File: config.mk
export PLATFORM = sky130hd
export DESIGN_NAME = smart_card_atr_parser_unit
export DESIGN_NICKNAME = d
export VERILOG_FILES = /design/src/sv/atrp_pkg.sv /design/src/sv/atrp_step.sv /design/src/sv/smart_card_atr_parser_unit.sv
export SDC_FILE = /design/constraint.sdc
export NUM_CORES = 1
export LEC_CHECK = 0
export BUFFER_PORTS_ARGS = -buffer_cell sky130_fd_sc_hd__buf_2
export CAP_MARGIN = 40
export CELL_PAD_IN_SITES_DETAIL_PLACEMENT = 0
export CELL_PAD_IN_SITES_GLOBAL_PLACEMENT = 1
export CORE_ASPECT_RATIO = 2
export CORE_MARGIN = 4
export CORE_UTILIZATION = 38
export CTS_BUF_LIST = sky130_fd_sc_hd__clkbuf_4
export DETAILED_ROUTE_END_ITERATION = 6
export GPL_ROUTABILITY_DRIVEN = 0
export PLACE_DENSITY = 0.78
export SYNTH_ARGS = -nofsm -noshare
export SYNTH_HDL_FRONTEND = slang
export SYNTH_SLANG_ARGS = --single-unit
File: constraint.sdc
create_clock -name clk -period 4.83 [get_ports clk]
set_input_delay 0.966 -clock clk [delete_from_list [all_inputs] [get_ports clk]]
set_output_delay 0.966 -clock clk [all_outputs]
set_load 0.01 [all_outputs]
File: src/sv/atrp_pkg.sv
// Types and constants shared by the ATR parser modules.
`default_nettype none
package atrp_pkg;

  localparam int unsigned MAX_ANSWER_BYTES = 33;
  localparam int unsigned MAX_GROUPS       = 8;

  localparam logic [2:0] PHASE_IDLE   = 3'd0;
  localparam logic [2:0] PHASE_FORMAT = 3'd1;
  localparam logic [2:0] PHASE_IFACE  = 3'd2;
  localparam logic [2:0] PHASE_HIST   = 3'd3;
  localparam logic [2:0] PHASE_CHECK  = 3'd4;

  localparam logic [3:0] PRESENCE_TD = 4'h8;

  localparam logic [1:0] FAULT_NONE     = 2'd0;
  localparam logic [1:0] FAULT_TOO_LONG = 2'd1;
  localparam logic [1:0] FAULT_CHAIN    = 2'd2;
  localparam logic [1:0] FAULT_OUTSIDE  = 2'd3;

  localparam logic [5:0] MAX_BYTES_C  = 6'(MAX_ANSWER_BYTES);
  localparam logic [3:0] MAX_GROUPS_C = 4'(MAX_GROUPS);

  typedef struct packed {
    logic [7:0] data_byte;
    logic       start_of_answer;
  } atrp_in_t;

  typedef struct packed {
    logic       complete;
    logic [1:0] fault;
    logic [3:0] offered_protocol;
    logic [5:0] answer_length;
    logic       check_byte_present;
    logic [3:0] historical_count;
  } atrp_out_t;

  typedef struct packed {
    logic [2:0] phase;
    logic [3:0] presence;
    logic [3:0] groups;
    logic [3:0] hist_left;
    logic [3:0] hist_total;
    logic [5:0] byte_cnt;
    logic [3:0] protocol;
    logic       need_check;
  } atrp_state_t;

  localparam atrp_state_t STATE_RESET = '{
    phase:      PHASE_IDLE,
    presence:   4'd0,
    groups:     4'd0,
    hist_left:  4'd0,
    hist_total: 4'd0,
    byte_cnt:   6'd0,
    protocol:   4'd0,
    need_check: 1'b0
  };

endpackage
`default_nettype wire

File: src/sv/atrp_step.sv
// Per-byte ATR parse logic: next state and status item from one byte.
`default_nettype none
module atrp_step (
  input  wire atrp_pkg::atrp_in_t    item,
  input  wire atrp_pkg::atrp_state_t state,
  output atrp_pkg::atrp_state_t      state_nxt,
  output atrp_pkg::atrp_out_t        result
);
  import atrp_pkg::*;

  atrp_state_t s;
  logic [3:0]  lowest;
  logic        done;
  logic [1:0]  fault;
  logic        emit_state;
  logic        chain_fault;

  always_comb begin
    s           = state;
    done        = 1'b0;
    fault       = FAULT_NONE;
    emit_state  = 1'b1;
    chain_fault = 1'b0;
    lowest      = state.presence & (4'd0 - state.presence);

    if (item.start_of_answer) begin
      s          = STATE_RESET;
      s.byte_cnt = 6'd1;
      s.phase    = PHASE_FORMAT;
    end else if (state.phase < PHASE_FORMAT || state.phase > PHASE_CHECK) begin
      s.phase    = PHASE_IDLE;
      fault      = FAULT_OUTSIDE;
      emit_state = 1'b0;
    end else if (state.byte_cnt >= MAX_BYTES_C) begin
      s.phase = PHASE_IDLE;
      fault   = FAULT_TOO_LONG;
    end else begin
      s.byte_cnt = state.byte_cnt + 6'd1;
      unique case (state.phase)
        PHASE_FORMAT: begin
          s.presence   = item.data_byte[7:4];
          s.hist_total = item.data_byte[3:0];
          s.hist_left  = item.data_byte[3:0];
        end
        PHASE_IFACE: begin
          s.presence = state.presence & ~lowest;
          if (lowest == PRESENCE_TD) begin
            s.groups   = state.groups + 4'd1;
            s.protocol = item.data_byte[3:0];
            if (item.data_byte[3:0] != 4'd0) begin
              s.need_check = 1'b1;
            end
            if (item.data_byte[7] && s.groups >= MAX_GROUPS_C) begin
              chain_fault = 1'b1;
            end else begin
              s.presence = item.data_byte[7:4];
            end
          end
        end
        PHASE_HIST: begin
          s.hist_left = state.hist_left - 4'd1;
        end
        default: ;
      endcase

      if (chain_fault) begin
        fault   = FAULT_CHAIN;
        s.phase = PHASE_IDLE;
      end else if (state.phase == PHASE_CHECK) begin
        s.phase = PHASE_IDLE;
        done    = 1'b1;
      end else if (s.presence != 4'd0) begin
        s.phase = PHASE_IFACE;
      end else if (s.hist_left != 4'd0) begin
        s.phase = PHASE_HIST;
      end else if (s.need_check) begin
        s.phase = PHASE_CHECK;
      end else begin
        s.phase = PHASE_IDLE;
        done    = 1'b1;
      end
    end

    state_nxt                 = s;
    result.complete           = done;
    result.fault              = fault;
    result.offered_protocol   = emit_state ? s.protocol   : 4'd0;
    result.answer_length      = emit_state ? s.byte_cnt   : 6'd0;
    result.check_byte_present = emit_state ? s.need_check : 1'b0;
    result.historical_count   = emit_state ? s.hist_total : 4'd0;
  end

endmodule
`default_nettype wire

File: src/sv/smart_card_atr_parser_unit.sv
// ATR parser top level: input register, per-byte parse logic, result register.
// Path: input register, then result register, which drives out_valid and out_item.
// Throughput: one byte per cycle unless out_ready stalls the output; the parse state
// updates as a byte moves from the input register into the result register.
// Reset (rst_n low, synchronous): pipeline empty, parser idle awaiting TS.
`default_nettype none
module smart_card_atr_parser_unit (
  input  wire                 clk,
  input  wire                 rst_n,
  input  wire                 in_valid,
  output logic                in_ready,
  input  wire atrp_pkg::atrp_in_t in_item,
  output logic                out_valid,
  input  wire                 out_ready,
  output atrp_pkg::atrp_out_t out_item
);
  import atrp_pkg::*;

  logic        in_vld_r;
  atrp_in_t    in_item_r;
  logic        out_vld_r;
  atrp_out_t   out_item_r;
  atrp_state_t state_r;
  atrp_state_t state_nxt;
  atrp_out_t   result;
  logic        out_free;

  atrp_step u_step (
    .item      (in_item_r),
    .state     (state_r),
    .state_nxt (state_nxt),
    .result    (result)
  );

  assign out_free  = !out_vld_r || out_ready;
  assign in_ready  = !in_vld_r || out_free;
  assign out_valid = out_vld_r;
  assign out_item  = out_item_r;

  always_ff @(posedge clk) begin
    if (!rst_n) begin
      in_vld_r  <= 1'b0;
      out_vld_r <= 1'b0;
      state_r   <= STATE_RESET;
    end else begin
      if (in_ready) begin
        in_vld_r <= in_valid;
      end
      if (out_free) begin
        out_vld_r <= in_vld_r;
        if (in_vld_r) begin
          state_r <= state_nxt;
        end
      end
    end
  end

  always_ff @(posedge clk) begin
    if (in_valid && in_ready) begin
      in_item_r <= in_item;
    end
    if (out_free && in_vld_r) begin
      out_item_r <= result;
    end
  end

endmodule
`default_nettype wire
==> run summary, run 1 <==
* **leakage power summed over all cells** 0.00114 µW
* **most common flop cell mapped by yosys** sky130_fd_sc_hd__dfxtp_1
* **areal power density over the cells** 287 nW/µm²
* **CTS Sinks** 59
* **count of hold buffers inserted by post-cts repair** 0
* **most frequent cell after synthesis** sky130_fd_sc_hd__nand2_1
* **average size of a mapped cell** 9.25 µm²
* **Total Wirelength** 7910 µm
* **Horiz. Die Dim** 71.5 µm
* **aggregate negative setup slack** 0 ns
* **number of instances in the synthesized netlist** 331
* **average wire length per cell after detail routing** 17.1 µm
* **start-to-end type of the worst setup path** reg2reg
* **CP peak stage delay** 0.80 ns
* **Reg clk slew, reported paths** 0.10 ns
* **number of antenna cells inserted** 0
* **compound-cell area share of the yosys netlist** 0.209
* **mapped cell area** 3060 µm²
* **multiplexer area fraction after synthesis** 0.00695
* **largest net degree at the start of global routing** 39
* **maximum clock insertion buffer count** 2
* **number of antenna violations at the first check in global routing** 0
* **Initial Utilization** 0.388
* **Filler cells** 788
* **status** complete, no violations
* **vias per std cell** 5.68
* **endpoint arrival time on the critical path** 3.30 ns
* **CTS Root Buffer Type** sky130_fd_sc_hd__clkbuf_4
* **Adder-Cell Fraction of Synth Area** 0.0204
* **Core ar.** 7890 µm²
* **Simple-Gate Fraction of Synth Area** 0.233
* **maximum ir drop on the vdd rail** 0.000177 V
* **# IOs** 33
* **count of pins over their slew limit** 0
* **endpoint required time on the critical path** 5.17 ns
* **fin crit share** 0.611
* **library cell occupying the most area in the post-synthesis netlist** sky130_fd_sc_hd__edfxtp_1
* **Fmax** 339 MHz
* **area share of xor/xnor cells in the synthesized design** 0.0200
* **first-pass GRT wire length** 12700 µm
* **total of max-cap violations** 0
* **CTS tree** done
* **number of buffers inserted to repair setup after CTS** 0
* **register area share after synthesis** 0.474
* **number of synthesized flops with an enable pin** 27
* **Syn Nets** 349
* **min-delay worst type** reg2reg
* **Total Power** 985 µW
* **synth warn** 0
* **proportion of netlist area held by the largest area contributor** 0.265
* **Detail Placement HPWL** 5640 µm
* **fin nets** 379
* **final clock skew** 0.00871 ns
* **first-iteration detailed-routing DRC count** 195
* **via count of the routed design** 2623
* **critical path's top delay family** simple AND/OR/NAND/NOR gates
* **CP Max Fanout** 13
* **critical path, cell by cell** inv_1 > ha_1 > or4b_1 > o21a_1 > nor3_2 > or3b_2 > a21boi_0
* **via count of the first global-routing pass** 2507
* **endpoint type of the worst setup path** flop
* **total grt overflow** 0
* **Final Hold Violating Endpoints** 0
* **total number of H-tree levels** 3
* **number of buffer and inverter stages on the critical path** 1
* **final-report setup violation count** 0
* **clock insertion delay at the later pin of the skew report** 0.42 ns
* **GRT Resource Usage Total** 0.172
* **Area growth, synth to finish** 12.3%
* **startpoint type of the worst setup path** flop
* **Placement Rows** 46
* **DRT Pass-1 Iters** 4
* **antenna viol nets, final** 0
* **synth unique cells** 51
* **Commonest cells post-synth** sky130_fd_sc_hd__nand2_1 (44), sky130_fd_sc_hd__dfxtp_1 (32), sky130_fd_sc_hd__edfxtp_1 (27), sky130_fd_sc_hd__o21ai_0 (27)
* **Seq cells post-synth** 59
* **FFs w/ async S/R, synth** 0
* **vertical extent of the die** 135 µm
* **die area** 9640 µm²
* **worst-margin pin slew** 0.928 ns
* **detailed-route DRC error count** 0
* **largest cells by area after synthesis** sky130_fd_sc_hd__edfxtp_1 (26%), sky130_fd_sc_hd__dfxtp_1 (21%), sky130_fd_sc_hd__nand2_1 (5.4%)
* **I/O Buffers** 32
* **main combinational cell family by area after synthesis** simple AND/OR/NAND/NOR gates
* **final critical path time including I/O delays and setup** 2.95 ns
* **unrepaired setup endpoints after global routing** false
* **share of cells above drive strength 1** 0.180
* **worst rel slew slack** 0.378
* **number of gates given a new drive strength after cts** 0
* **Inserted Clock Buffers** 9
* **Crit-path slowest cell** sky130_fd_sc_hd__nor3_2
placed cells by master (no fill, tap or decap), types with 5 or more instances in the layout:
cell	Yosys	layout
sky130_fd_sc_hd__nand3_1	20	20
sky130_fd_sc_hd__buf_2	5	33
sky130_fd_sc_hd__a21boi_0	20	20
sky130_fd_sc_hd__inv_1	7	7
sky130_fd_sc_hd__o21ai_0	27	26
sky130_fd_sc_hd__nor2_1	13	13
sky130_fd_sc_hd__a21oi_1	19	18
sky130_fd_sc_hd__nor2b_1	6	6
sky130_fd_sc_hd__dfxtp_1	32	32
sky130_fd_sc_hd__or3b_2	6	6
sky130_fd_sc_hd__ha_1	5	5
sky130_fd_sc_hd__buf_4	0	5
sky130_fd_sc_hd__nand2_1	44	44
sky130_fd_sc_hd__clkbuf_4	0	9
sky130_fd_sc_hd__edfxtp_1	27	27
sky130_fd_sc_hd__nor3_1	7	7
tightest hold or removal path: stages, from the launching register on:
cell and delay [ns]:
sky130_fd_sc_hd__dfxtp_1 0.32, sky130_fd_sc_hd__o21ai_0 0.06, sky130_fd_sc_hd__a21boi_0 0.07
layer usage:
metal,global-route usage,up-vias,routed length (µm)
met5,0,-,0
met4,0.0889,0,317
met3,0.0492,23,404
met2,0.317,76,4380
met1,0.169,1239,2800
li1,-,1285,-
sequential cells by signal (all words and copies together), names as in the netlist:
register and count:
out_valid 1, in_vld_r 1, in_item_r 9, out_item 18
state_r 30
report_power, final:
group / internal, µW / switching (µW) / total, µW / leakage (µW)
Clock: 151 / 185 / 335 / 0.0000682
Sequential: 536 / 13.6 / 550 / 0.000518
Combinational: 36.3 / 63.7 / 100 / 0.000554
metrics by stage:
step,cell area [µm²],setup slack [ns],util,hold slack [ns],cells
after floorplan,3060,2.06,-,0.448,331
after global placement,3290,1.63,0.418,0.461,443
after detailed placement,3310,1.51,0.420,0.479,446
after CTS,3440,1.91,0.436,0.494,462
after global routing,3440,1.70,0.436,0.519,462
final,3440,1.88,0.436,0.492,462
path summary, 6_finish.rpt:
check                                                end  slack (ns)               startpoint  depth (start not counted)
worst min register to register   state_r[3]$_SDFFE_PN0P_        0.49  state_r[3]$_SDFFE_PN0P_                          2
worst max register to register  state_r[15]$_SDFFE_PN0P_        1.88  state_r[5]$_SDFFE_PN0P_                          7
worst max-delay path            state_r[15]$_SDFFE_PN0P_        1.88  state_r[5]$_SDFFE_PN0P_                          7
worst min-delay path             state_r[3]$_SDFFE_PN0P_        0.49  state_r[3]$_SDFFE_PN0P_                          2
layout make-up:
cell class / count / area (µm²) / share of cell area
Tap cell: 96 / 120 / 0.0350
Multi-Input combinational cell: 244 / 1500 / 0.437
Clock inverter: 7 / 58.8 / 0.0171
Inverter: 8 / 30.0 / 0.00874
Timing Repair Buffer: 39 / 206 / 0.0601
Clock buffer: 9 / 67.6 / 0.0197
Sequential cell: 59 / 1450 / 0.422
logic make-up (layout without fill, tap and decap cells):
kind of cell             Yosys count  after routing
XOR/XNOR                           7              7
adder cells (fa/ha/maj)            5              5
flip-flops                        59             59
AND/OR/NAND/NOR                  132            132
AO/OA/AOI/OAI                     98             98
multiplexers                       2              2
buffers and inverters             28             63
Power figures use the tool's default switching activity.
==> run 2, diff against run 1 <==
Settings changed: ABC_AREA set to 1, PLACE_DENSITY 0.78 to 0.83.
Clock period 4.83 ns to 2.5 ns, I/O delays scaled along.
==> run 2 against run 1 <==
Critical path depth grew 4. Via count shrank 9.8%. Hold slack lost 0.25 ns. Synthesized cell count grew 4.8%. Clock power grew 64%. Wire length shrank 20%. Clock skew is essentially flat. Combinational power grew 120%.
==> run summary, run 2 <==
* **status** complete, no violations, unchanged
* **endpoint arrival time on the critical path** 2.23 ns, was 3.30 ns
* **post-detailed-placement cell area** 3080 µm², was 3310 µm²
* **average size of a mapped cell** 8.12 µm², was 9.25 µm²
* **total number of H-tree levels** 3, unchanged
* **aggregate negative setup slack** 0 ns, unchanged
* **number of buffer and inverter stages on the critical path** 3, was 1
* **startpoint type of the worst setup path** flop, unchanged
* **highest metal layer with signal wires** met4, unchanged
* **CP Max Fanout** 8, was 13
* **Post-Place Worst Slack** 0.455 ns, was 1.51 ns
* **Largest register FFs** 30, unchanged
* **amount of wire on met2 after detailed routing** 3480 µm, was 4380 µm
* **proportion of netlist area held by the largest area contributor** 0.288, was 0.265
* **detailed-route DRC error count** 0, unchanged
* **average wire length per cell after detail routing** 13.2 µm, was 17.1 µm
* **CTS tree** done, unchanged
* **Fmax** 489 MHz, was 339 MHz
* **critical path, cell by cell** inv_1 > ha_1 > inv_1 > nor2_1 > nand3_1 > nand2_1 > inv_1 > nor3_2 > nand2_1 > o211ai_1 > nor2_1, was inv_1 > ha_1 > or4b_1 > o21a_1 > nor3_2 > or3b_2 > a21boi_0
* **final-report setup violation count** 0, unchanged
* **worst rel slew slack** 0.640, was 0.378
* **leakage power summed over all cells** 0.00132 µW, was 0.00114 µW
* **number of instances in the synthesized netlist** 347, was 331
* **Reg clk slew, reported paths** 0.09 ns, was 0.10 ns
* **Seq cells post-synth** 59, unchanged
* **via count of the routed design** 2365, was 2623
* **Area growth, synth to finish** 13.0%, was 12.3%
* **Total Power** 1850 µW, was 985 µW
* **endpoint required time on the critical path** 2.69 ns, was 5.17 ns
* **most common cell after layout, fill and taps aside** sky130_fd_sc_hd__nand2_1, unchanged
* **antenna viol nets, final** 0, unchanged
* **DRT Pass-1 Iters** 5, was 4
* **Syn Nets** 365, was 349
* **hold path startpoint** in_item[5], was state_r[3]$_SDFFE_PN0P_
* **number of buffers inserted to repair setup after CTS** 0, unchanged
* **fin nets** 402, was 379
* **number of gates given a new drive strength after cts** 0, unchanged
* **worst-margin pin slew** 0.537 ns, was 0.928 ns
* **number of synthesized flops with an enable pin** 27, unchanged
* **register area share after synthesis** 0.515, was 0.474
* **unrepaired setup endpoints after global routing** false, unchanged
* **CTS Root Buffer Type** sky130_fd_sc_hd__clkbuf_4, unchanged
* **Commonest cells post-synth** sky130_fd_sc_hd__nand2_1 (75), sky130_fd_sc_hd__inv_1 (43), sky130_fd_sc_hd__nor2_1 (37), was sky130_fd_sc_hd__nand2_1 (44), sky130_fd_sc_hd__dfxtp_1 (32), sky130_fd_sc_hd__edfxtp_1 (27), sky130_fd_sc_hd__o21ai_0 (27)
* **die area** 8940 µm², was 9640 µm²
* **maximum ir drop on the vdd rail** 0.000305 V, was 0.000177 V
* **Crit-path slowest cell** sky130_fd_sc_hd__nor3_2, unchanged
* **most common flop cell mapped by yosys** sky130_fd_sc_hd__dfxtp_1, unchanged
* **top library cells by usage in the layout, fill and taps aside** sky130_fd_sc_hd__nand2_1 (75), sky130_fd_sc_hd__inv_1 (43), sky130_fd_sc_hd__nor2_1 (37), sky130_fd_sc_hd__dfxtp_1 (32), sky130_fd_sc_hd__buf_2 (32), was sky130_fd_sc_hd__nand2_1 (44), sky130_fd_sc_hd__buf_2 (33), sky130_fd_sc_hd__dfxtp_1 (32), sky130_fd_sc_hd__edfxtp_1 (27), sky130_fd_sc_hd__o21ai_0 (26)
* **most frequent cell after synthesis** sky130_fd_sc_hd__nand2_1, unchanged
* **library cell occupying the most area in the post-synthesis netlist** sky130_fd_sc_hd__edfxtp_1, unchanged
* **worst setup slack for register-to-register paths** 0.45 ns, was 1.88 ns
* **Top reg by flops** state_r, unchanged
* **GRT Resource Usage Total** 0.160, was 0.172
* **vertical extent of the die** 130 µm, was 135 µm
* **start-to-end type of the worst setup path** reg2reg, unchanged
* **areal power density over the cells** 580 nW/µm², was 287 nW/µm²
* **Worst Hold Depth** 1, was 2
* **synth unique cells** 30, was 51
* **Detail Placement HPWL** 4770 µm, was 5640 µm
* **count of pins over their slew limit** 0, unchanged
* **critical path's top delay family** simple AND/OR/NAND/NOR gates, unchanged
* **final clock skew** 0.00849 ns, was 0.00871 ns
* **Final Hold Violating Endpoints** 0, unchanged
* **largest net degree at the start of global routing** 37, was 39
* **Detail Route met3 WL** 202 µm, was 404 µm
* **Total Wirelength** 6340 µm, was 7910 µm
* **CTS Sinks** 59, unchanged
* **Register-to-Register Path Depth** 11, was 7
* **met1 wire length** 2430 µm, was 2800 µm
* **first-pass GRT wire length** 10400 µm, was 12700 µm
* **# IOs** 33, unchanged
* **slack of the critical path** 0.454 ns, was 1.88 ns
* **largest cells by area after synthesis** sky130_fd_sc_hd__edfxtp_1 (29%), sky130_fd_sc_hd__dfxtp_1 (23%), sky130_fd_sc_hd__nand2_1 (10%), was sky130_fd_sc_hd__edfxtp_1 (26%), sky130_fd_sc_hd__dfxtp_1 (21%), sky130_fd_sc_hd__nand2_1 (5.4%)
* **Placement Rows** 44, was 46
* **Critical Path Start** state_r[5]$_SDFFE_PN0P_, unchanged
* **count of hold buffers inserted by post-cts repair** 0, unchanged
* **min-delay worst type** in2reg, was reg2reg
* **clock insertion delay at the later pin of the skew report** 0.42 ns, about the same
* **total of max-cap violations** 0, unchanged
* **first-iteration detailed-routing DRC count** 121, was 195
* **total grt overflow** 0, unchanged
* **maximum clock insertion buffer count** 2, unchanged
* **Initial Utilization** 0.388, about the same
* **cell occurring most often along the worst timing path** sky130_fd_sc_hd__inv_1
* **Worst Hold End** in_item_r[5]$_DFFE_PP_, was state_r[3]$_SDFFE_PN0P_
* **number of antenna violations at the first check in global routing** 1, was 0
* **post-layout instance area** 3190 µm², was 3440 µm²
* **Horiz. Die Dim** 68.9 µm, was 71.5 µm
* **mapped cell area** 2820 µm², was 3060 µm²
* **vias per std cell** 4.92, was 5.68
* **FFs w/ async S/R, synth** 0, unchanged
* **share of cells above drive strength 1** 0.157, was 0.180
* **synth warn** 0, unchanged
* **number of placed instances, taps included** 465, was 446
* **fin crit share** 0.818, was 0.611
* **via count of the first global-routing pass** 2257, was 2507
* **Inserted Clock Buffers** 9, unchanged
* **Reg2Reg Launch Point** state_r[5]$_SDFFE_PN0P_, unchanged
* **I/O Buffers** 32, unchanged
* **Core ar.** 7270 µm², was 7890 µm²
* **endpoint type of the worst setup path** flop, unchanged
* **Reg2Reg Capture Point** out_item[12]$_SDFFCE_PP0P_, was state_r[15]$_SDFFE_PN0P_
* **final critical path time including I/O delays and setup** 2.05 ns, was 2.95 ns
* **CP peak stage delay** 0.41 ns, was 0.80 ns
* **Layout Cells excl Fill** 481, was 462
==> run 2: changes by cell type in the layout (fill, tap and decap cells not counted), moves of 5 or more <==
| cell | delta |
|---|---|
| sky130_fd_sc_hd__inv_1 | +36 |
| sky130_fd_sc_hd__nand4_1 | +5 |
| sky130_fd_sc_hd__o211ai_1 | +5 |
| sky130_fd_sc_hd__a21boi_0 | -20 |
| sky130_fd_sc_hd__or3b_2 | -6 |
| sky130_fd_sc_hd__nor2b_1 | -6 |
| sky130_fd_sc_hd__nand2_1 | +31 |
| sky130_fd_sc_hd__a21oi_1 | +13 |
| sky130_fd_sc_hd__nor2_1 | +24 |
==> run 2: through the flow <==
| stage | hold slack (ns) | utilization |
|---|---|---|
| finish | 0.246 | 0.438 |
| global route | 0.232 | 0.438 |
| CTS | 0.221 | 0.438 |
| detailed placement | 0.483 | 0.424 |
| global placement | 0.475 | 0.424 |
| floorplan | 0.458 | - |
==> run 2: where the power goes <==
part / internal (µW) / switching [µW] / total [µW]
combinational: 70.7 / 146 / 217
sequential: 1060 / 25.0 / 1080
clock: 213 / 335 / 548
==> run 2: worst max-delay path by stage <==
stage          cells past startpoint                         end  slack [ns]
2_1_floorplan                      6   out_item[0]$_SDFFCE_PP0P_        0.37
3_3_place_gp                      11  out_item[11]$_SDFFCE_PP0P_        0.56
3_5_place_dp                      11  out_item[12]$_SDFFCE_PP0P_        0.46
4_1_cts                           11  out_item[12]$_SDFFCE_PP0P_        0.44
5_1_grt                           11  out_item[11]$_SDFFCE_PP0P_        0.19
6_report                          11  out_item[12]$_SDFFCE_PP0P_        0.45
==> run 2: area by class of cell <==
class                           instances  area (µm²)
Fill cell                             785        4080
Sequential cell                        59        1450
Multi-Input combinational cell        234        1160
Timing Repair Buffer                   35         183
Inverter                               45         169
Tap cell                               92         115
Clock buffer                           11        82.6
Clock inverter                          4        18.8
Antenna cell                            1        2.50
==> run 2: kinds of logic (layout without fill, tap and decap cells) <==
kind of cell | count (synthesis) | after routing | synth area share
XOR/XNOR | 2 | 2 | 0.00622
buffers and inverters | 54 | 95 | 0.0723
adder cells (fa/ha/maj) | 5 | 5 | 0.0222
AND/OR/NAND/NOR | 154 | 154 | 0.239
other | 0 | 1 | 0
flip-flops | 59 | 59 | 0.515
AO/OA/AOI/OAI | 73 | 73 | 0.146
==> run 2: layer usage <==
metal,up-vias,GRT usage
met2,39,0.287
met5,-,0
met4,0,0.0966
met1,1084,0.159
met3,14,0.0388
li1,1228,-
